===== src/hw/rtl/tplpq_pkg.sv =====
// ----------------------------------------------------------------------------
// tplpq_pkg
// Shared types and constants of the three-level priority queue with expiry:
// operation and status codes, level codes, controller states and the
// command/status bundles between controller and datapath.
// ----------------------------------------------------------------------------
`default_nettype none

package tplpq_pkg;

  // field widths fixed by the interface
  localparam int unsigned ModeW    = 2;
  localparam int unsigned IdW      = 16;
  localparam int unsigned LevelW   = 2;
  localparam int unsigned TurnW    = 8;
  localparam int unsigned StatusW  = 2;
  localparam int unsigned ExpiredW = 5;
  localparam int unsigned NonEmptyW = 2;

  // priority levels
  localparam logic [LevelW-1:0] LvlHigh   = 2'd0;
  localparam logic [LevelW-1:0] LvlMedium = 2'd1;
  localparam logic [LevelW-1:0] LvlLow    = 2'd2;
  localparam logic [LevelW-1:0] LvlSpare  = 2'd3;

  // operation codes
  typedef enum logic [ModeW-1:0] {
    MODE_ADD  = 2'd0,
    MODE_TAKE = 2'd1,
    MODE_TICK = 2'd2,
    MODE_NOP  = 2'd3
  } mode_e;

  // result status codes
  typedef enum logic [StatusW-1:0] {
    STAT_OK    = 2'd0,
    STAT_EMPTY = 2'd1,
    STAT_FULL  = 2'd2
  } status_e;

  // controller states
  typedef enum logic [2:0] {
    S_IDLE,
    S_DECODE,
    S_TAKE_WAIT,
    S_TICK_RD,
    S_TICK_WR,
    S_RESP
  } state_e;

  // controller to datapath commands
  typedef struct packed {
    logic load;      // latch the transaction fields
    logic exec;      // run the decoded operation
    logic take_cap;  // capture dequeued identifier
    logic tick_rd;   // read next high entry
    logic tick_wr;   // keep or drop the entry just read
    logic tick_fin;  // close the tick walk
  } cmd_t;

  // datapath to controller status
  typedef struct packed {
    mode_e mode;
    logic  take_hit;  // some level holds an entry
    logic  tick_end;  // all high entries visited
  } dp_stat_t;

endpackage

`default_nettype wire


===== src/hw/rtl/tplpq_ram.sv =====
// ----------------------------------------------------------------------------
// tplpq_ram
// Generic single-write, single-read RAM with registered read data.
// ----------------------------------------------------------------------------
`default_nettype none

module tplpq_ram #(
  parameter int unsigned Width = 16,
  parameter int unsigned Depth = 16,
  localparam int unsigned AddrW = (Depth > 1) ? $clog2(Depth) : 1
) (
  input  wire logic             clk_i,
  input  wire logic             we_i,
  input  wire logic [AddrW-1:0] waddr_i,
  input  wire logic [Width-1:0] wdata_i,
  input  wire logic [AddrW-1:0] raddr_i,
  output logic      [Width-1:0] rdata_o
);

  logic [Width-1:0] mem_q [Depth];

  // write port
  always_ff @(posedge clk_i) begin
    if (we_i) begin
      mem_q[waddr_i] <= wdata_i;
    end
  end

  // registered read port
  always_ff @(posedge clk_i) begin
    rdata_o <= mem_q[raddr_i];
  end

endmodule

`default_nettype wire


===== src/hw/rtl/tplpq_ctrl.sv =====
// ----------------------------------------------------------------------------
// tplpq_ctrl
// Controller state machine: decodes a transaction, sequences the take read
// and the tick walk, and marks the result cycle.
// ----------------------------------------------------------------------------
`default_nettype none

module tplpq_ctrl (
  input  wire logic                clk_i,
  input  wire logic                rst_ni,
  input  wire logic                start,
  output logic                     busy,
  output logic                     valid_o,
  input  wire tplpq_pkg::dp_stat_t stat_i,
  output tplpq_pkg::cmd_t          cmd_o
);

  tplpq_pkg::state_e state_q, state_d;

  // state register
  always_ff @(posedge clk_i or negedge rst_ni) begin
    if (!rst_ni) begin
      state_q <= tplpq_pkg::S_IDLE;
    end else begin
      state_q <= state_d;
    end
  end

  // next state and commands
  always_comb begin
    state_d = state_q;
    cmd_o   = '0;
    busy    = 1'b1;
    valid_o = 1'b0;
    case (state_q)
      tplpq_pkg::S_IDLE: begin
        busy = 1'b0;
        if (start) begin
          cmd_o.load = 1'b1;
          state_d    = tplpq_pkg::S_DECODE;
        end
      end
      tplpq_pkg::S_DECODE: begin
        cmd_o.exec = 1'b1;
        case (stat_i.mode)
          tplpq_pkg::MODE_TAKE: begin
            state_d = stat_i.take_hit ? tplpq_pkg::S_TAKE_WAIT : tplpq_pkg::S_RESP;
          end
          tplpq_pkg::MODE_TICK: state_d = tplpq_pkg::S_TICK_RD;
          default:              state_d = tplpq_pkg::S_RESP;
        endcase
      end
      tplpq_pkg::S_TAKE_WAIT: begin
        cmd_o.take_cap = 1'b1;
        state_d        = tplpq_pkg::S_RESP;
      end
      tplpq_pkg::S_TICK_RD: begin
        if (stat_i.tick_end) begin
          cmd_o.tick_fin = 1'b1;
          state_d        = tplpq_pkg::S_RESP;
        end else begin
          cmd_o.tick_rd = 1'b1;
          state_d       = tplpq_pkg::S_TICK_WR;
        end
      end
      tplpq_pkg::S_TICK_WR: begin
        cmd_o.tick_wr = 1'b1;
        state_d       = tplpq_pkg::S_TICK_RD;
      end
      tplpq_pkg::S_RESP: begin
        valid_o = 1'b1;
        busy    = 1'b0;
        if (start) begin
          cmd_o.load = 1'b1;
          state_d    = tplpq_pkg::S_DECODE;
        end else begin
          state_d = tplpq_pkg::S_IDLE;
        end
      end
      default: state_d = tplpq_pkg::S_IDLE;
    endcase
  end

  // result strobe lasts one cycle
  a_resp_one_cycle: assert property (@(posedge clk_i) disable iff (!rst_ni)
    (state_q == tplpq_pkg::S_RESP) |=>
      (state_q == tplpq_pkg::S_IDLE || state_q == tplpq_pkg::S_DECODE))
    else $error("result state held longer than one cycle");

  // a tick walk always alternates read and keep/drop steps
  a_tick_wr_after_rd: assert property (@(posedge clk_i) disable iff (!rst_ni)
    (state_q == tplpq_pkg::S_TICK_WR) |-> ($past(state_q) == tplpq_pkg::S_TICK_RD))
    else $error("tick write step without a preceding read");

endmodule

`default_nettype wire


===== src/hw/rtl/tplpq_dp.sv =====
// ----------------------------------------------------------------------------
// tplpq_dp
// Datapath: the three level stores, head and fill registers, tick walk
// counters and result registers.
// ----------------------------------------------------------------------------
`default_nettype none

module tplpq_dp #(
  parameter int unsigned QUEUE_DEPTH = 16
) (
  input  wire logic                              clk_i,
  input  wire logic                              rst_ni,
  input  wire tplpq_pkg::cmd_t                   cmd_i,
  output tplpq_pkg::dp_stat_t                    stat_o,
  input  wire logic [tplpq_pkg::ModeW-1:0]       mode_i,
  input  wire logic [tplpq_pkg::IdW-1:0]         item_id_i,
  input  wire logic [tplpq_pkg::LevelW-1:0]      level_i,
  input  wire logic [tplpq_pkg::TurnW-1:0]       turns_allowed_i,
  output logic      [tplpq_pkg::StatusW-1:0]     status_o,
  output logic      [tplpq_pkg::IdW-1:0]         taken_id_o,
  output logic      [tplpq_pkg::ExpiredW-1:0]    expired_count_o,
  output logic      [tplpq_pkg::NonEmptyW-1:0]   nonempty_levels_o
);

  localparam int unsigned IW = (QUEUE_DEPTH > 1) ? $clog2(QUEUE_DEPTH) : 1;
  localparam int unsigned CW = $clog2(QUEUE_DEPTH + 1);
  localparam int unsigned HW = tplpq_pkg::IdW + tplpq_pkg::TurnW;
  localparam logic [CW-1:0] DepthC = CW'(QUEUE_DEPTH);
  localparam logic [CW:0]   DepthS = (CW+1)'(QUEUE_DEPTH);

  // circular index add, base below depth and offset at most depth
  function automatic logic [IW-1:0] wrap_add(input logic [IW-1:0] base,
                                             input logic [CW-1:0] off);
    logic [CW:0] s;
    s = (CW+1)'(base) + (CW+1)'(off);
    if (s >= DepthS) begin
      s = s - DepthS;
    end
    return s[IW-1:0];
  endfunction

  // transaction fields
  tplpq_pkg::mode_e            mode_q;
  logic [tplpq_pkg::IdW-1:0]   id_q;
  logic [tplpq_pkg::LevelW-1:0] lvl_q;
  logic [tplpq_pkg::TurnW-1:0] turns_q;

  // queue bookkeeping
  logic [IW-1:0] head_q [3];
  logic [IW-1:0] head_d [3];
  logic [CW-1:0] count_q [3];
  logic [CW-1:0] count_d [3];

  // take and tick bookkeeping
  logic [tplpq_pkg::LevelW-1:0] sel_q, sel_d;
  logic [CW-1:0] idx_q, idx_d;
  logic [CW-1:0] kept_q, kept_d;
  logic [CW-1:0] drop_q, drop_d;

  // results
  tplpq_pkg::status_e              status_q, status_d;
  logic [tplpq_pkg::IdW-1:0]       taken_q, taken_d;
  logic [tplpq_pkg::ExpiredW-1:0]  expired_q, expired_d;

  // ram ports
  logic          hi_we, md_we, lo_we;
  logic [IW-1:0] hi_waddr, hi_raddr, add_slot;
  logic [HW-1:0] hi_wdata, hi_rdata;
  logic [tplpq_pkg::IdW-1:0] md_rdata, lo_rdata;

  logic                         add_full, add_ok;
  logic [tplpq_pkg::LevelW-1:0] take_sel;
  logic                         take_hit;
  logic                         rd_expired;
  logic [tplpq_pkg::TurnW-1:0]  rd_turns;

  // latch transaction fields, spare level maps to low
  always_ff @(posedge clk_i) begin
    if (cmd_i.load) begin
      mode_q  <= tplpq_pkg::mode_e'(mode_i);
      id_q    <= item_id_i;
      lvl_q   <= (level_i == tplpq_pkg::LvlSpare) ? tplpq_pkg::LvlLow : level_i;
      turns_q <= turns_allowed_i;
    end
  end

  // add and take decode
  assign add_full = (count_q[lvl_q] == DepthC);
  assign add_ok   = cmd_i.exec && (mode_q == tplpq_pkg::MODE_ADD) && !add_full;
  assign add_slot = wrap_add(head_q[lvl_q], count_q[lvl_q]);

  always_comb begin
    take_hit = 1'b1;
    if (count_q[0] != '0) begin
      take_sel = tplpq_pkg::LvlHigh;
    end else if (count_q[1] != '0) begin
      take_sel = tplpq_pkg::LvlMedium;
    end else begin
      take_sel = tplpq_pkg::LvlLow;
      take_hit = (count_q[2] != '0);
    end
  end

  // tick entry just read
  assign rd_turns   = hi_rdata[tplpq_pkg::TurnW-1:0];
  assign rd_expired = (rd_turns <= tplpq_pkg::TurnW'(1));

  // high store ports
  always_comb begin
    hi_we    = 1'b0;
    hi_waddr = add_slot;
    hi_wdata = {id_q, turns_q};
    if (add_ok && (lvl_q == tplpq_pkg::LvlHigh)) begin
      hi_we = 1'b1;
    end else if (cmd_i.tick_wr && !rd_expired) begin
      hi_we    = 1'b1;
      hi_waddr = wrap_add(head_q[0], kept_q);
      hi_wdata = {hi_rdata[HW-1:tplpq_pkg::TurnW], rd_turns - tplpq_pkg::TurnW'(1)};
    end
  end

  assign hi_raddr = cmd_i.tick_rd ? wrap_add(head_q[0], idx_q) : head_q[0];
  assign md_we    = add_ok && (lvl_q == tplpq_pkg::LvlMedium);
  assign lo_we    = add_ok && (lvl_q == tplpq_pkg::LvlLow);

  tplpq_ram #(.Width(HW), .Depth(QUEUE_DEPTH)) u_high_ram (
    .clk_i   (clk_i),
    .we_i    (hi_we),
    .waddr_i (hi_waddr),
    .wdata_i (hi_wdata),
    .raddr_i (hi_raddr),
    .rdata_o (hi_rdata)
  );

  tplpq_ram #(.Width(tplpq_pkg::IdW), .Depth(QUEUE_DEPTH)) u_medium_ram (
    .clk_i   (clk_i),
    .we_i    (md_we),
    .waddr_i (add_slot),
    .wdata_i (id_q),
    .raddr_i (head_q[1]),
    .rdata_o (md_rdata)
  );

  tplpq_ram #(.Width(tplpq_pkg::IdW), .Depth(QUEUE_DEPTH)) u_low_ram (
    .clk_i   (clk_i),
    .we_i    (lo_we),
    .waddr_i (add_slot),
    .wdata_i (id_q),
    .raddr_i (head_q[2]),
    .rdata_o (lo_rdata)
  );

  // bookkeeping and result next values
  always_comb begin
    head_d    = head_q;
    count_d   = count_q;
    sel_d     = sel_q;
    idx_d     = idx_q;
    kept_d    = kept_q;
    drop_d    = drop_q;
    status_d  = status_q;
    taken_d   = taken_q;
    expired_d = expired_q;

    if (cmd_i.exec) begin
      status_d  = tplpq_pkg::STAT_OK;
      taken_d   = '0;
      expired_d = '0;
      case (mode_q)
        tplpq_pkg::MODE_ADD: begin
          if (add_full) begin
            status_d = tplpq_pkg::STAT_FULL;
          end else begin
            count_d[lvl_q] = count_q[lvl_q] + CW'(1);
          end
        end
        tplpq_pkg::MODE_TAKE: begin
          if (take_hit) begin
            sel_d             = take_sel;
            head_d[take_sel]  = wrap_add(head_q[take_sel], CW'(1));
            count_d[take_sel] = count_q[take_sel] - CW'(1);
          end else begin
            status_d = tplpq_pkg::STAT_EMPTY;
          end
        end
        tplpq_pkg::MODE_TICK: begin
          idx_d  = '0;
          kept_d = '0;
          drop_d = '0;
        end
        default: ;
      endcase
    end

    // dequeued identifier from the selected store
    if (cmd_i.take_cap) begin
      case (sel_q)
        tplpq_pkg::LvlHigh:   taken_d = hi_rdata[HW-1:tplpq_pkg::TurnW];
        tplpq_pkg::LvlMedium: taken_d = md_rdata;
        default:              taken_d = lo_rdata;
      endcase
    end

    // tick walk
    if (cmd_i.tick_rd) begin
      idx_d = idx_q + CW'(1);
    end
    if (cmd_i.tick_wr) begin
      if (rd_expired) begin
        drop_d = drop_q + CW'(1);
      end else begin
        kept_d = kept_q + CW'(1);
      end
    end
    if (cmd_i.tick_fin) begin
      count_d[0] = kept_q;
      expired_d  = tplpq_pkg::ExpiredW'(drop_q);
    end
  end

  // control registers
  always_ff @(posedge clk_i or negedge rst_ni) begin
    if (!rst_ni) begin
      for (int i = 0; i < 3; i++) begin
        head_q[i]  <= '0;
        count_q[i] <= '0;
      end
      idx_q  <= '0;
      kept_q <= '0;
      drop_q <= '0;
      sel_q  <= tplpq_pkg::LvlHigh;
    end else begin
      head_q  <= head_d;
      count_q <= count_d;
      idx_q   <= idx_d;
      kept_q  <= kept_d;
      drop_q  <= drop_d;
      sel_q   <= sel_d;
    end
  end

  // result registers
  always_ff @(posedge clk_i) begin
    status_q  <= status_d;
    taken_q   <= taken_d;
    expired_q <= expired_d;
  end

  // outputs
  assign status_o          = status_q;
  assign taken_id_o        = taken_q;
  assign expired_count_o   = expired_q;
  assign nonempty_levels_o = tplpq_pkg::NonEmptyW'(count_q[0] != '0)
                           + tplpq_pkg::NonEmptyW'(count_q[1] != '0)
                           + tplpq_pkg::NonEmptyW'(count_q[2] != '0);

  assign stat_o.mode     = mode_q;
  assign stat_o.take_hit = take_hit;
  assign stat_o.tick_end = (idx_q == count_q[0]);

  // fill counts stay within the store depth
  a_count_bound: assert property (@(posedge clk_i) disable iff (!rst_ni)
    (count_q[0] <= DepthC) && (count_q[1] <= DepthC) && (count_q[2] <= DepthC))
    else $error("queue fill count beyond depth");

  // outside a keep/drop step every visited high entry is either kept or dropped
  a_tick_balance: assert property (@(posedge clk_i) disable iff (!rst_ni)
    !cmd_i.tick_wr |-> ((CW+1)'(kept_q) + (CW+1)'(drop_q) == (CW+1)'(idx_q)))
    else $error("tick walk lost an entry");

  // tick walk never passes the high fill count
  a_tick_bound: assert property (@(posedge clk_i) disable iff (!rst_ni)
    cmd_i.tick_rd |-> (idx_q < count_q[0]))
    else $error("tick read beyond the high queue");

  // a take that hits removes exactly one entry
  a_take_removes_one: assert property (@(posedge clk_i) disable iff (!rst_ni)
    (cmd_i.exec && (mode_q == tplpq_pkg::MODE_TAKE) && take_hit) |=>
      ((CW+2)'(count_q[0]) + (CW+2)'(count_q[1]) + (CW+2)'(count_q[2]) + (CW+2)'(1)
       == $past((CW+2)'(count_q[0]) + (CW+2)'(count_q[1]) + (CW+2)'(count_q[2]))))
    else $error("take did not remove exactly one entry");

endmodule

`default_nettype wire


===== src/hw/rtl/three_level_priority_queue_with_expiry.sv =====
// ----------------------------------------------------------------------------
// three_level_priority_queue_with_expiry
// Three strict-priority FIFO levels of item identifiers; high entries carry
// a turn count that a tick decrements, dropping entries that run out.
//
//   channel   handshake          fields
//   -------   ---------------    ------------------------------------------
//   command   start / busy       mode_i item_id_i level_i turns_allowed_i
//   result    valid_o strobe     status_o taken_id_o expired_count_o
//                                nonempty_levels_o
//
// An add, an unused mode or a take on empty levels answers straight after
// decode, a take that hits after a wait state for the registered read, a
// tick after a read step and a keep/drop step per high entry of the walk over
// the registered-read high store. A new transaction is taken in the result
// cycle. Reset clears the heads and fill counts at once; the stores need no
// clearing. The result strobe lasts one cycle and cannot be stalled.
// ----------------------------------------------------------------------------
`default_nettype none

module three_level_priority_queue_with_expiry #(
  parameter int unsigned QUEUE_DEPTH = 16
) (
  input  wire logic                            clk_i,
  input  wire logic                            rst_ni,
  input  wire logic                            start,
  output logic                                 busy,
  input  wire logic [tplpq_pkg::ModeW-1:0]     mode_i,
  input  wire logic [tplpq_pkg::IdW-1:0]       item_id_i,
  input  wire logic [tplpq_pkg::LevelW-1:0]    level_i,
  input  wire logic [tplpq_pkg::TurnW-1:0]     turns_allowed_i,
  output logic                                 valid_o,
  output logic      [tplpq_pkg::StatusW-1:0]   status_o,
  output logic      [tplpq_pkg::IdW-1:0]       taken_id_o,
  output logic      [tplpq_pkg::ExpiredW-1:0]  expired_count_o,
  output logic      [tplpq_pkg::NonEmptyW-1:0] nonempty_levels_o
);

  tplpq_pkg::cmd_t     cmd;
  tplpq_pkg::dp_stat_t stat;

  // controller
  tplpq_ctrl u_ctrl (
    .clk_i   (clk_i),
    .rst_ni  (rst_ni),
    .start   (start),
    .busy    (busy),
    .valid_o (valid_o),
    .stat_i  (stat),
    .cmd_o   (cmd)
  );

  // datapath
  tplpq_dp #(.QUEUE_DEPTH(QUEUE_DEPTH)) u_dp (
    .clk_i             (clk_i),
    .rst_ni            (rst_ni),
    .cmd_i             (cmd),
    .stat_o            (stat),
    .mode_i            (mode_i),
    .item_id_i         (item_id_i),
    .level_i           (level_i),
    .turns_allowed_i   (turns_allowed_i),
    .status_o          (status_o),
    .taken_id_o        (taken_id_o),
    .expired_count_o   (expired_count_o),
    .nonempty_levels_o (nonempty_levels_o)
  );

endmodule

`default_nettype wire


===== config.mk =====
export PLATFORM = sky130hd
export DESIGN_NAME = three_level_priority_queue_with_expiry
export DESIGN_NICKNAME = d
export VERILOG_FILES = /design/src/hw/rtl/tplpq_pkg.sv /design/src/hw/rtl/tplpq_ram.sv /design/src/hw/rtl/tplpq_ctrl.sv /design/src/hw/rtl/tplpq_dp.sv /design/src/hw/rtl/three_level_priority_queue_with_expiry.sv
export SDC_FILE = /design/constraint.sdc
export NUM_CORES = 1
export LEC_CHECK = 0
export BUFFER_PORTS_ARGS = -buffer_cell sky130_fd_sc_hd__buf_2
export CAP_MARGIN = 0
export CELL_PAD_IN_SITES_DETAIL_PLACEMENT = 0
export CELL_PAD_IN_SITES_GLOBAL_PLACEMENT = 1
export CORE_UTILIZATION = 30
export DETAILED_ROUTE_END_ITERATION = 7
export GPL_TIMING_DRIVEN = 1
export PLACE_DENSITY_LB_ADDON = 0.25
export REMOVE_ABC_BUFFERS = 1
export SLEW_MARGIN = 20
export SYNTH_ARGS = -nofsm -noshare
export SYNTH_HDL_FRONTEND = slang
export SYNTH_SLANG_ARGS = --single-unit

===== constraint.sdc =====
create_clock -name clk_i -period 6 [get_ports clk_i]
set_input_delay 0.6 -clock clk_i [delete_from_list [all_inputs] [get_ports clk_i]]
set_output_delay 0.6 -clock clk_i [all_outputs]
set_load 0.005 [all_outputs]

==> results of run 1 <==
==> per-stage QoR <==
stage	power, mW	utilization	instance area [sq um]	hold slack (ns)	std cells
6_report	24.7	0.351	48400	0.0525	4475
5_1_grt	25.8	0.351	48400	0.0107	4475
4_1_cts	24.9	0.351	48400	0.000578	4474
3_5_place_dp	18.1	0.324	44700	0.486	4250
3_3_place_gp	18.0	0.324	44700	0.470	4250
2_1_floorplan	14.7	-	41200	0.304	2258
==> state kept, by name, indices dropped and copies added (netlist names) <==
signal / flops
u_dp.u_medium_ram.rdata_o: 16
u_dp.u_high_ram.rdata_o: 24
u_dp.u_medium_ram.mem_q: 256
u_dp.count_q: 15
u_dp.expired_count_o: 5
u_dp.drop_q: 5
u_dp.status_o: 2
u_dp.sel_q: 2
u_dp.mode_q: 2
u_dp.idx_q: 5
u_ctrl.state_q: 3
u_dp.u_low_ram.rdata_o: 16
u_dp.id_q: 16
u_dp.kept_q: 5
u_dp.turns_q: 8
u_dp.head_q: 12
u_dp.u_high_ram.mem_q: 384
u_dp.lvl_q: 2
u_dp.u_low_ram.mem_q: 256
u_dp.taken_id_o: 16
==> Yosys cell counts, drive strengths merged (13+ instances only) <==
cell type / count / area [sq um]
edfxtp: 947 / 28400
a211oi: 217 / 1750
mux4: 160 / 3600
nand2: 154 / 578
nor2: 105 / 394
clkbuf: 99 / 372
and3: 79 / 494
nor4: 76 / 475
buf: 58 / 322
mux2i: 58 / 581
dfxtp: 56 / 1120
a21oi: 55 / 275
dfrtp: 47 / 1180
o21ai: 43 / 223
or4: 26 / 195
a221oi: 25 / 219
ha: 21 / 263
inv: 20 / 75.1
nand3: 18 / 90.1
xnor2: 18 / 158
xor2: 15 / 139
nand2b: 13 / 81.3
==> cell families (layout without fill, tap and decap cells) <==
group,count (synthesis),after routing
compound gates,379,379
xor+xnor,34,34
fa+ha+maj,25,25
buf+inv,177,374
flops,1050,1050
mux,228,228
simple gates,522,522
==> area by class of cell <==
cell class | instances | share of cell area
clock buffers | 160 | 0.0638
clock inverters | 49 | 0.00989
inverters | 20 | 0.00155
multi-input cells | 1188 | 0.220
flip-flops and latches | 1050 | 0.635
well taps | 1863 | 0.0481
repair buffers | 145 | 0.0221
==> worst reg2reg max path, stage by stage, from the launching register on <==
cell and delay, ns:
edfxtp_1 0.67, nor2b_1 0.62, nand2_1 0.10, o21ai_0 0.30, inv_1 0.11, ha_1 0.24, nand2_1 0.06, o311ai_0 0.24
nor3b_1 0.78, nand3_1 0.47, nor2_2 0.90
==> cells in the final DEF (no fill, tap or decap), types with 7 or more instances in the layout <==
cell type | netlist | final
nand2_1 | 154 | 153
buf_4 | 1 | 66
edfxtp_1 | 947 | 947
nor2_4 | 0 | 12
clkinv_1 | 0 | 13
mux2i_1 | 58 | 58
dlygate4sd3_1 | 0 | 15
nor2_1 | 105 | 69
bufinv_16 | 0 | 7
nand3_1 | 18 | 18
buf_2 | 32 | 57
dfxtp_1 | 56 | 56
a221oi_1 | 25 | 25
clkbuf_8 | 0 | 13
xnor2_1 | 18 | 18
a211oi_2 | 24 | 24
clkbuf_16 | 0 | 111
xor2_1 | 14 | 14
or4_1 | 26 | 26
dfrtp_1 | 47 | 43
clkbuf_1 | 99 | 36
inv_1 | 20 | 20
nor2_2 | 0 | 24
ha_1 | 21 | 21
nor2b_1 | 9 | 7
and3_1 | 79 | 79
mux2_2 | 9 | 9
a21oi_1 | 55 | 54
nor4_1 | 76 | 76
a211oi_1 | 193 | 193
nand2b_1 | 13 | 12
o21ai_0 | 40 | 36
clkinv_2 | 0 | 16
mux4_2 | 160 | 160
==> worst min-delay path by stage <==
stage,cells after the start,slack [ns],startpoint,endpoint
after floorplan,0,0.30,rst_ni,u_ctrl.state_q[0]
after global placement,1,0.47,u_dp.drop_q[4],u_dp.drop_q[4]
after detailed placement,1,0.49,u_dp.drop_q[4],u_dp.drop_q[4]
after CTS,1,0.0006,item_id_i[10],u_dp.id_q[10]
after global routing,1,0.01,item_id_i[14],u_dp.id_q[14]
final,1,0.05,item_id_i[10],u_dp.id_q[10]
==> metal layers <==
metal	GRT usage	vias up
met5	0	-
li1	-	10000
met1	0.217	12000
met2	0.260	654
met4	0.0427	0
met3	0.0277	166
==> power by group through the flow <==
stage               registers, mW  clock network [mW]  logic, mW
floorplan                    10.1                   0       4.59
global placement             9.96                   0       8.06
detailed placement           9.97                   0       8.18
CTS                          9.83                6.90       8.21
global route                 9.89                7.15       8.76
finish                       9.82                6.75       8.13
==> out/metrics.cfg, run 1 <==
[detailed_routing]
final_antenna_net_count=0
top_layer_used=met4
wl_met3_um=5530
drc_errors=0
wl_um=113000
wl_met1_um=50400
wl_met2_um=54200
firstDrtPassIters=7
avgRoutedWirePerCell_um=25.2
vias_per_cell=5.10
drt_iter0_drc=1954
vias=22800

[setup_path]
startpoint_type=flop
crit_family=simple AND/OR/NAND/NOR gates
cp_slowest_cell=nor2_2
r2r_end=u_dp.u_low_ram.mem_q[15][11]
crit_chain=nor2b_1, nand2_1, o21ai_0, inv_1, ha_1, nand2_1, o311ai_0, nor3b_1, nand3_1, nor2_2
reg2reg_depth=10
reg2reg_slack_ns=1.12
crit_fanout=16
worstSetupPathType=reg -> reg
crit_end=u_dp.u_low_ram.mem_q[15][11]
arrival_ns=5.22
end_kind=flop
cpPeakStageDelay_ns=0.90
crit_start=u_dp.lvl_q[1]
crit_buf_inv=1
cp.depth=10
path_common_cell=nand2_1
reg2reg_from=u_dp.lvl_q[1]
cp.required_ns=6.34

[cells_and_area]
multi_input_area_sq_mm=0.0106
num-fill-cells=13000
syn_to_final_growth_pct=15.5
diodes=0
drive_gt1_frac=0.211
final-seq-area_sq_mm=0.0307
final_nets=2571

[yosys]
synthAdderAreaFrac=0.00817
syn-instance-count=2415
synth_edf_count=947
synth_compound_area_frac=0.0668
postSynth.asyncResetShare=0.0448
synthSimpleGateAreaFrac=0.0636
synth_top_family_by_area=multiplexers
muxShareOfSynthArea=0.103
ys_warn_count=0
ys.flop_type=edfxtp_1
syn-mean-instance-area_sq_um=17.4
synth-xor-area-share=0.00761
synth.distinct_cells=67
synth-seq-area-share=0.733
yosys_register_bits=1050
synth_area_sq_mm=0.0419

[cts]
post_cts_buffers=0
cts_tree=yes
clockRootBuffer=clkbuf_16
cts_sinks=1050
cts_resized=0
h-tree-depth=3
clk_pin_slew_ns=0.06
numCtsBuffers=110
clk-insertion-delay-late_ns=0.74
hold_buffers=15
clockBufferDepth=3

[pwr]
p_per_area_mw_per_mm2=510
internal_power_mw=15.9
leakagePower_nw=15.4
combPwrFrac=0.329
switching_share=0.358
switchingPower_mw=8.84
power.share.clock=0.273
ir_worst_vdd_v=0.000876
seq_power_share=0.397

[timing]
rsz0062_at_grt=false
worst_pin_slew_ns=1.11
final.period_utilization=0.814
worst_clock_skew_ns=0.0424
fin_setup_tns_ns=0
finalMaxSlewViolations=0
slew_headroom=0.251
timing.final.crit_period_ns=4.88
clock.fmax_mhz=205
setup_ws_ns=1.12
setup_viol=0
hold_violations=0

[status]
status=completed

[die]
fp.dieH_um=376
num_io_pins=58
fp.dieArea_sq_mm=0.141
initial_core_util=0.304
coreArea_sq_mm=0.138
rows=136
die_w_um=376

[global_route]
grt-ovfl-total=0
grt_first_pass_wirelength_um=164000
grt_antenna_before_repair=5
grt_use_total=0.159
grt_pass1_vias=23400
grt_start_max_net_pins=118

[place]
dp_hpwl_um=68500
port_buffers=57
gp_congestion=0.802
pre_cts_slack_ns=1.10

[job]
max_cap_violations=0

[worst_hold_path]
hp-class=in -> reg

(Power assumes the default switching activity.)
==> run 2, diff against run 1 <==
- clock period: 6 -> 5 ns (I/O delays scaled with it)
==> run 2 against run 1 <==
  * Non-clock buffer count grew 60
  * Power rose by 19%
  * Critical path type unchanged
  * Fmax increased by 12%
  * Sequential cell count unchanged
  * Critical path depth rose by 2
  * Hold slack improved by 0.15 ns
  * Routed wire length up 0.50%
  * Via count increased by 1.0%
  * Combinational power is 18% higher
  * Largest cell class unchanged
==> out/metrics.cfg, run 2 (synthesis results as in run 1) <==
[status]
status=completed

[cells_and_area]
drive_gt1_frac=0.223  ; +0.0121
top_regs=u_dp.u_high_ram.mem_q: 384 flops, u_dp.u_low_ram.mem_q: 256 flops, u_dp.u_medium_ram.mem_q: 256 flops
largest-register=u_dp.u_high_ram.mem_q
largest_register_ffs=384  ; unchanged
final_cell_mix=edfxtp_1, a211oi_1, mux4_2
diodes=0  ; unchanged
final_common_cell=edfxtp_1
final_nets=2629  ; +2.3%
syn_to_final_growth_pct=16.7

[setup_path]
reg2reg_depth=12  ; +2
crit_chain=buf_4, nor2b_1, nand2_1, o21ai_0, inv_1, ha_1, nand2_1, o311ai_0, o31ai_1, nand3_1, a21oi_4, buf_12
end_kind=flop
cpPeakStageDelay_ns=0.76  ; -0.14 ns
arrival_ns=4.78  ; -0.44 ns
crit_fanout=17  ; +1
cp.required_ns=5.41  ; -0.93 ns
worstSetupPathType=reg -> reg
startpoint_type=flop
cp_slowest_cell=o31ai_1
path_common_cell=nand2_1

[detailed_routing]
vias=23100  ; +1.0%
drc_errors=0  ; unchanged
final_antenna_net_count=0  ; unchanged
avgRoutedWirePerCell_um=25.0  ; -0.75%
drt_iter0_drc=1887  ; -3.4%
firstDrtPassIters=6  ; -1
vias_per_cell=5.09  ; -0.22%
wl_um=113000  ; +0.50%

[die]
initial_core_util=0.304  ; unchanged
fp.dieH_um=376  ; unchanged
fp.dieArea_sq_mm=0.141  ; unchanged
coreArea_sq_mm=0.138  ; unchanged
rows=136  ; unchanged
die_w_um=376  ; unchanged
num_io_pins=58  ; unchanged

[pwr]
p_per_area_mw_per_mm2=601  ; +18%
leakagePower_nw=15.7  ; +2.0%
ir_worst_vdd_v=0.000348  ; -60%
seq_power_share=0.402  ; +0.005
switching_share=0.353  ; -0.00456
internal_power_mw=19.0  ; +20%
power.share.clock=0.271  ; -0.002
switchingPower_mw=10.4  ; +18%
power_mw=29.4  ; +19%
combPwrFrac=0.327  ; -0.002

[global_route]
grt-ovfl-total=0  ; unchanged
grt_use_met3=0.0231  ; -0.00456
grt_antenna_before_repair=2  ; -3
grt_first_pass_wirelength_um=166000  ; +1.5%
met1_usage=0.223  ; +0.00631
busiest_layer=met2
grt_use_met2=0.263  ; +0.00379
grt_pass1_vias=23600  ; +0.78%
grt_start_max_net_pins=74  ; -37%
grt_use_total=0.160  ; +0.00169

[timing]
setup_viol=0  ; unchanged
slew_headroom=0.257  ; +0.00598
rsz0062_at_grt=false
worst_clock_skew_ns=0.0382  ; -0.00415 ns
hold_violations=0  ; unchanged
final.period_utilization=0.874  ; +0.0599
worst_pin_slew_ns=1.11  ; +0.00129 ns
timing.final.crit_period_ns=4.37  ; -0.514 ns
setup_ws_ns=0.631  ; -0.486 ns
fin_setup_tns_ns=0  ; unchanged
clock.fmax_mhz=229  ; +12%
finalMaxSlewViolations=0  ; unchanged

[cts]
clk-insertion-delay-late_ns=0.72  ; -0.02 ns
hold_buffers=28  ; +13
cts_tree=yes
cts_sinks=1050  ; unchanged
clk_pin_slew_ns=0.06  ; about the same
cts_resized=0  ; unchanged
clockRootBuffer=clkbuf_16
clockBufferDepth=3  ; unchanged
post_cts_buffers=0  ; unchanged
h-tree-depth=3  ; unchanged
numCtsBuffers=108  ; -1.8%

[job]
max_cap_violations=0  ; unchanged

[place]
dp_hpwl_um=69100  ; +0.81%
port_buffers=57  ; unchanged
pre_cts_slack_ns=0.650  ; -0.447 ns
gp_congestion=0.792  ; -1.2%

[worst_hold_path]
hold-path-cell-count=2  ; +1
hp-class=in -> reg

==> run 2: final timing paths <==
kind	slack [ns]	end	start
setup / recovery	0.63	u_dp.u_high_ram.mem_q[15][3]	u_dp.lvl_q[0]
hold / removal	0.21	u_dp.lvl_q[0]	level_i[0]
setup reg to reg	0.63	u_dp.u_high_ram.mem_q[15][3]	u_dp.lvl_q[0]
hold reg to reg	0.49	u_dp.drop_q[4]	u_dp.drop_q[4]
max in group asynchronous	4.06	u_dp.head_q[0]	rst_ni
min in group asynchronous	0.44	u_dp.count_q[8]	rst_ni
==> run 2: stage by stage <==
stage	hold slack [ns]	std cells	utilization	area (sq um)
5_1_grt	0.162	4531	0.355	48900
4_1_cts	0.154	4528	0.354	48900
3_3_place_gp	0.475	4295	0.327	45100
2_1_floorplan	0.204	2258	-	41200
6_report	0.205	4531	0.355	48900
3_5_place_dp	0.482	4295	0.327	45100
==> run 2: worst max-delay path: cells and delay by family, from the launching register on <==
kind                       cells  cell delay [ns]
adders and majority gates      1             0.23
AOI/OAI and AO/OA              4             1.75
buffers and inverters          3             0.55
DFF                            1             0.32
and+or+nand+nor                4             1.20
==> run 2: power groups by stage <==
| stage | registers (mW) | logic, mW | clock network (mW) |
|---|---|---|---|
| global route | 11.9 | 10.4 | 8.50 |
| detailed placement | 12.0 | 9.67 | 0 |
| finish | 11.8 | 9.63 | 7.96 |
| floorplan | 12.1 | 5.49 | 0 |
| global placement | 12.0 | 9.55 | 0 |
| CTS | 11.9 | 9.72 | 8.18 |
==> run 2: metal layers <==
layer / vias up / part of all wire
met1: 12300 / 0.45
met3: 134 / 0.046
li1: 10100 / -
met4: 0 / 0.017
met2: 575 / 0.48
met5: - / 0
==> run 2: area by class of cell <==
class	instances	area [sq um]
fillers	12900	89100
flip-flops and latches	1050	30700
multi-input cells	1188	10600
clock buffers	146	2960
well taps	1863	2330
repair buffers	205	1630
clock inverters	59	568
inverters	20	75.1
==> run 3, diff against run 2 <==
--- a/config.mk
+++ b/config.mk
@@ -10,5 +10,5 @@
 export CELL_PAD_IN_SITES_DETAIL_PLACEMENT = 0
 export CELL_PAD_IN_SITES_GLOBAL_PLACEMENT = 1
-export CORE_UTILIZATION = 30
+export CORE_UTILIZATION = 53
 export DETAILED_ROUTE_END_ITERATION = 7
 export GPL_TIMING_DRIVEN = 1
==> constraint.sdc (replaced) <==
create_clock -name clk_i -period 5 [get_ports clk_i]
set_input_delay 0.25 -clock clk_i [delete_from_list [all_inputs] [get_ports clk_i]]
set_output_delay 0.25 -clock clk_i [all_outputs]
set_load 0.005 [all_outputs]
==> run 3 against run 2 <==
  * Hold slack worse by 0.12 ns
  * Clock power down 2%
  * Critical path depth is 1 lower
  * Setup slack got worse by 0.046 ns
  * Routed wire length decreased by 13%
  * Clock skew rose by 0.0030 ns
  * Sequential share of layout area is 1.7 points higher
  * Critical path type unchanged
==> out/metrics.cfg, run 3 (synthesis results as in run 1) <==
[status]
status=completed

[die]
rows=102  ; -25%
initial_core_util=0.539  ; +0.235
die_w_um=283  ; -25%
coreArea_sq_mm=0.0778  ; -44%
num_io_pins=58  ; unchanged
fp.dieH_um=283  ; -25%
fp.dieArea_sq_mm=0.0803  ; -43%

[cells_and_area]
syn_to_final_growth_pct=13.7
diodes=0  ; unchanged
top_regs=u_dp.u_high_ram.mem_q: 384 flops, u_dp.u_low_ram.mem_q: 256 flops, u_dp.u_medium_ram.mem_q: 256 flops
drive_gt1_frac=0.216  ; -0.00641
largest-register=u_dp.u_high_ram.mem_q
final_cell_mix=edfxtp_1, a211oi_1, mux4_2
final_common_cell=edfxtp_1
final_nets=2616  ; -0.49%
largest_register_ffs=384  ; unchanged
fin_area_sq_mm=0.0477  ; -2.6%

[setup_path]
cp_slowest_cell=o31ai_1
worstSetupPathType=reg -> reg
crit_buf_inv=2  ; -1
reg2reg_depth=11  ; -1
cpPeakStageDelay_ns=0.71  ; -0.05 ns
crit_chain=nor2b_1, nand2_1, o21ai_0, inv_1, ha_1, nand2_1, o311ai_0, o31ai_1, nand3_1, a21oi_4, buf_4
cp.required_ns=5.29  ; -0.12 ns
crit_start=u_dp.lvl_q[0]
crit_family=compound AO/OA/AOI/OAI gates
arrival_ns=4.70  ; -0.08 ns
reg2reg_slack_ns=0.59  ; -0.05 ns
reg2reg_from=u_dp.lvl_q[0]
startpoint_type=flop
path_common_cell=nand2_1
r2r_end=u_dp.u_high_ram.mem_q[15][8]
crit_fanout=24  ; +7
end_kind=flop

[detailed_routing]
vias_per_cell=6.28  ; +23%
vias=23200  ; +0.46%
wl_um=98600  ; -13%
avgRoutedWirePerCell_um=26.7  ; +6.9%
firstDrtPassIters=8  ; +2
final_antenna_net_count=0  ; unchanged
drc_errors=0  ; unchanged
drt_iter0_drc=2142  ; +14%

[pwr]
ir_worst_vdd_v=0.000631  ; +82%
seq_power_share=0.410  ; +0.008
combPwrFrac=0.320  ; -0.007
power.share.clock=0.270  ; about the same
power_mw=28.8  ; -2.0%
p_per_area_mw_per_mm2=604  ; +0.63%
switchingPower_mw=9.93  ; -4.4%
leakagePower_nw=15.6  ; -0.71%
switching_share=0.345  ; -0.00864
internal_power_mw=18.9  ; -0.67%

[global_route]
grt-ovfl-total=0  ; unchanged
grt_start_max_net_pins=85  ; +15%
grt_pass1_vias=23400  ; -0.87%
grt_use_total=0.247  ; +0.0868
grt_antenna_before_repair=1  ; -1
grt_first_pass_wirelength_um=149000  ; -10%

[cts]
clockRootBuffer=clkbuf_16
clk_pin_slew_ns=0.06  ; about the same
numCtsBuffers=105  ; -2.8%
cts_tree=yes
h-tree-depth=3  ; unchanged
cts_resized=0  ; unchanged
clk-insertion-delay-late_ns=0.67  ; -0.05 ns
cts_sinks=1050  ; unchanged
clockBufferDepth=3  ; unchanged

[timing]
rsz0062_at_grt=false
worst_clock_skew_ns=0.0412  ; +0.00302 ns
clock.fmax_mhz=227  ; -1.0%
final.period_utilization=0.883  ; +0.00927
hold_violations=0  ; unchanged
setup_viol=0  ; unchanged
worst_pin_slew_ns=1.10  ; -0.0102 ns
slew_headroom=0.264  ; +0.00679
finalMaxSlewViolations=0  ; unchanged
timing.final.crit_period_ns=4.41  ; +0.0463 ns
setup_ws_ns=0.585  ; -0.0463 ns

[place]
port_buffers=57  ; unchanged
pre_cts_slack_ns=0.673  ; +0.0236 ns
gp_congestion=0.855  ; +7.9%
dp_hpwl_um=59900  ; -13%
dpl-instance-area_sq_mm=0.0439  ; -2.5%

[worst_hold_path]
hold-path-cell-count=3  ; +1
hp-class=in -> reg
hold_end=u_dp.turns_q[7]
hold_start=start

[job]
max_cap_violations=0  ; unchanged

## run 3: through the flow
step                      utilization  TNS, ns  instances  hold slack (ns)
after floorplan                     -  -332.76       2258          -0.0456
after global placement          0.564        0       3464            0.426
after detailed placement        0.564        0       3464            0.429
after CTS                       0.612        0       3690           0.0503
after global routing            0.612        0       3690           0.0836
final                           0.612        0       3690           0.0845
## run 3: area by class of cell
type,count,area [sq um]
clock buffers,124,2720
clock inverters,73,704
fillers,5554,30200
inverters,20,75.1
multi-input cells,1188,10600
flip-flops and latches,1050,30700
well taps,1040,1300
repair buffers,195,1500
## run 3: worst max path at each step
stage	end	slack, ns	cells past startpoint
global placement	u_dp.u_high_ram.mem_q[15][4]	0.76	11
global route	u_dp.u_high_ram.mem_q[12][6]	0.18	11
detailed placement	u_dp.u_high_ram.mem_q[15][2]	0.67	11
CTS	u_dp.u_high_ram.mem_q[15][8]	0.64	11
floorplan	u_dp.u_high_ram.rdata_o[0]	-1.76	9
finish	u_dp.u_high_ram.mem_q[15][8]	0.59	11
## run 3: power by group through the flow
| stage | clock (mW) | combinational [mW] | sequential [mW] |
|---|---|---|---|
| after floorplan | 0 | 5.49 | 12.1 |
| final | 7.78 | 9.23 | 11.8 |
| after CTS | 7.90 | 9.23 | 11.8 |
| after detailed placement | 0 | 9.17 | 12.0 |
| after global routing | 8.25 | 9.93 | 11.9 |
| after global placement | 0 | 8.97 | 12.0 |
## run 3: what timing repair did
item                      4_1_cts  5_1_grt
buffers inserted                0        0
hold buffers                   29        0
hold endpoints to repair       75        0
## run 3: layer usage
layer  GRT usage  up-vias  share of wire  wire, um
met2       0.402      905           0.49     48500
li1            -    10100              -         -
met1       0.356    12100           0.42     41900
met5           0        -              0         0
met4      0.0592        0          0.017      1700
met3      0.0353      131          0.067      6580
## run 3: worst reg2reg max path: stages, from the launching register on
cell and delay [ns]:
edfxtp_1 0.66, nor2b_1 0.55, nand2_1 0.09, o21ai_0 0.25
inv_1 0.10, ha_1 0.24, nand2_1 0.07, o311ai_0 0.24
o31ai_1 0.71, nand3_1 0.51, a21oi_4 0.24, buf_4 0.41
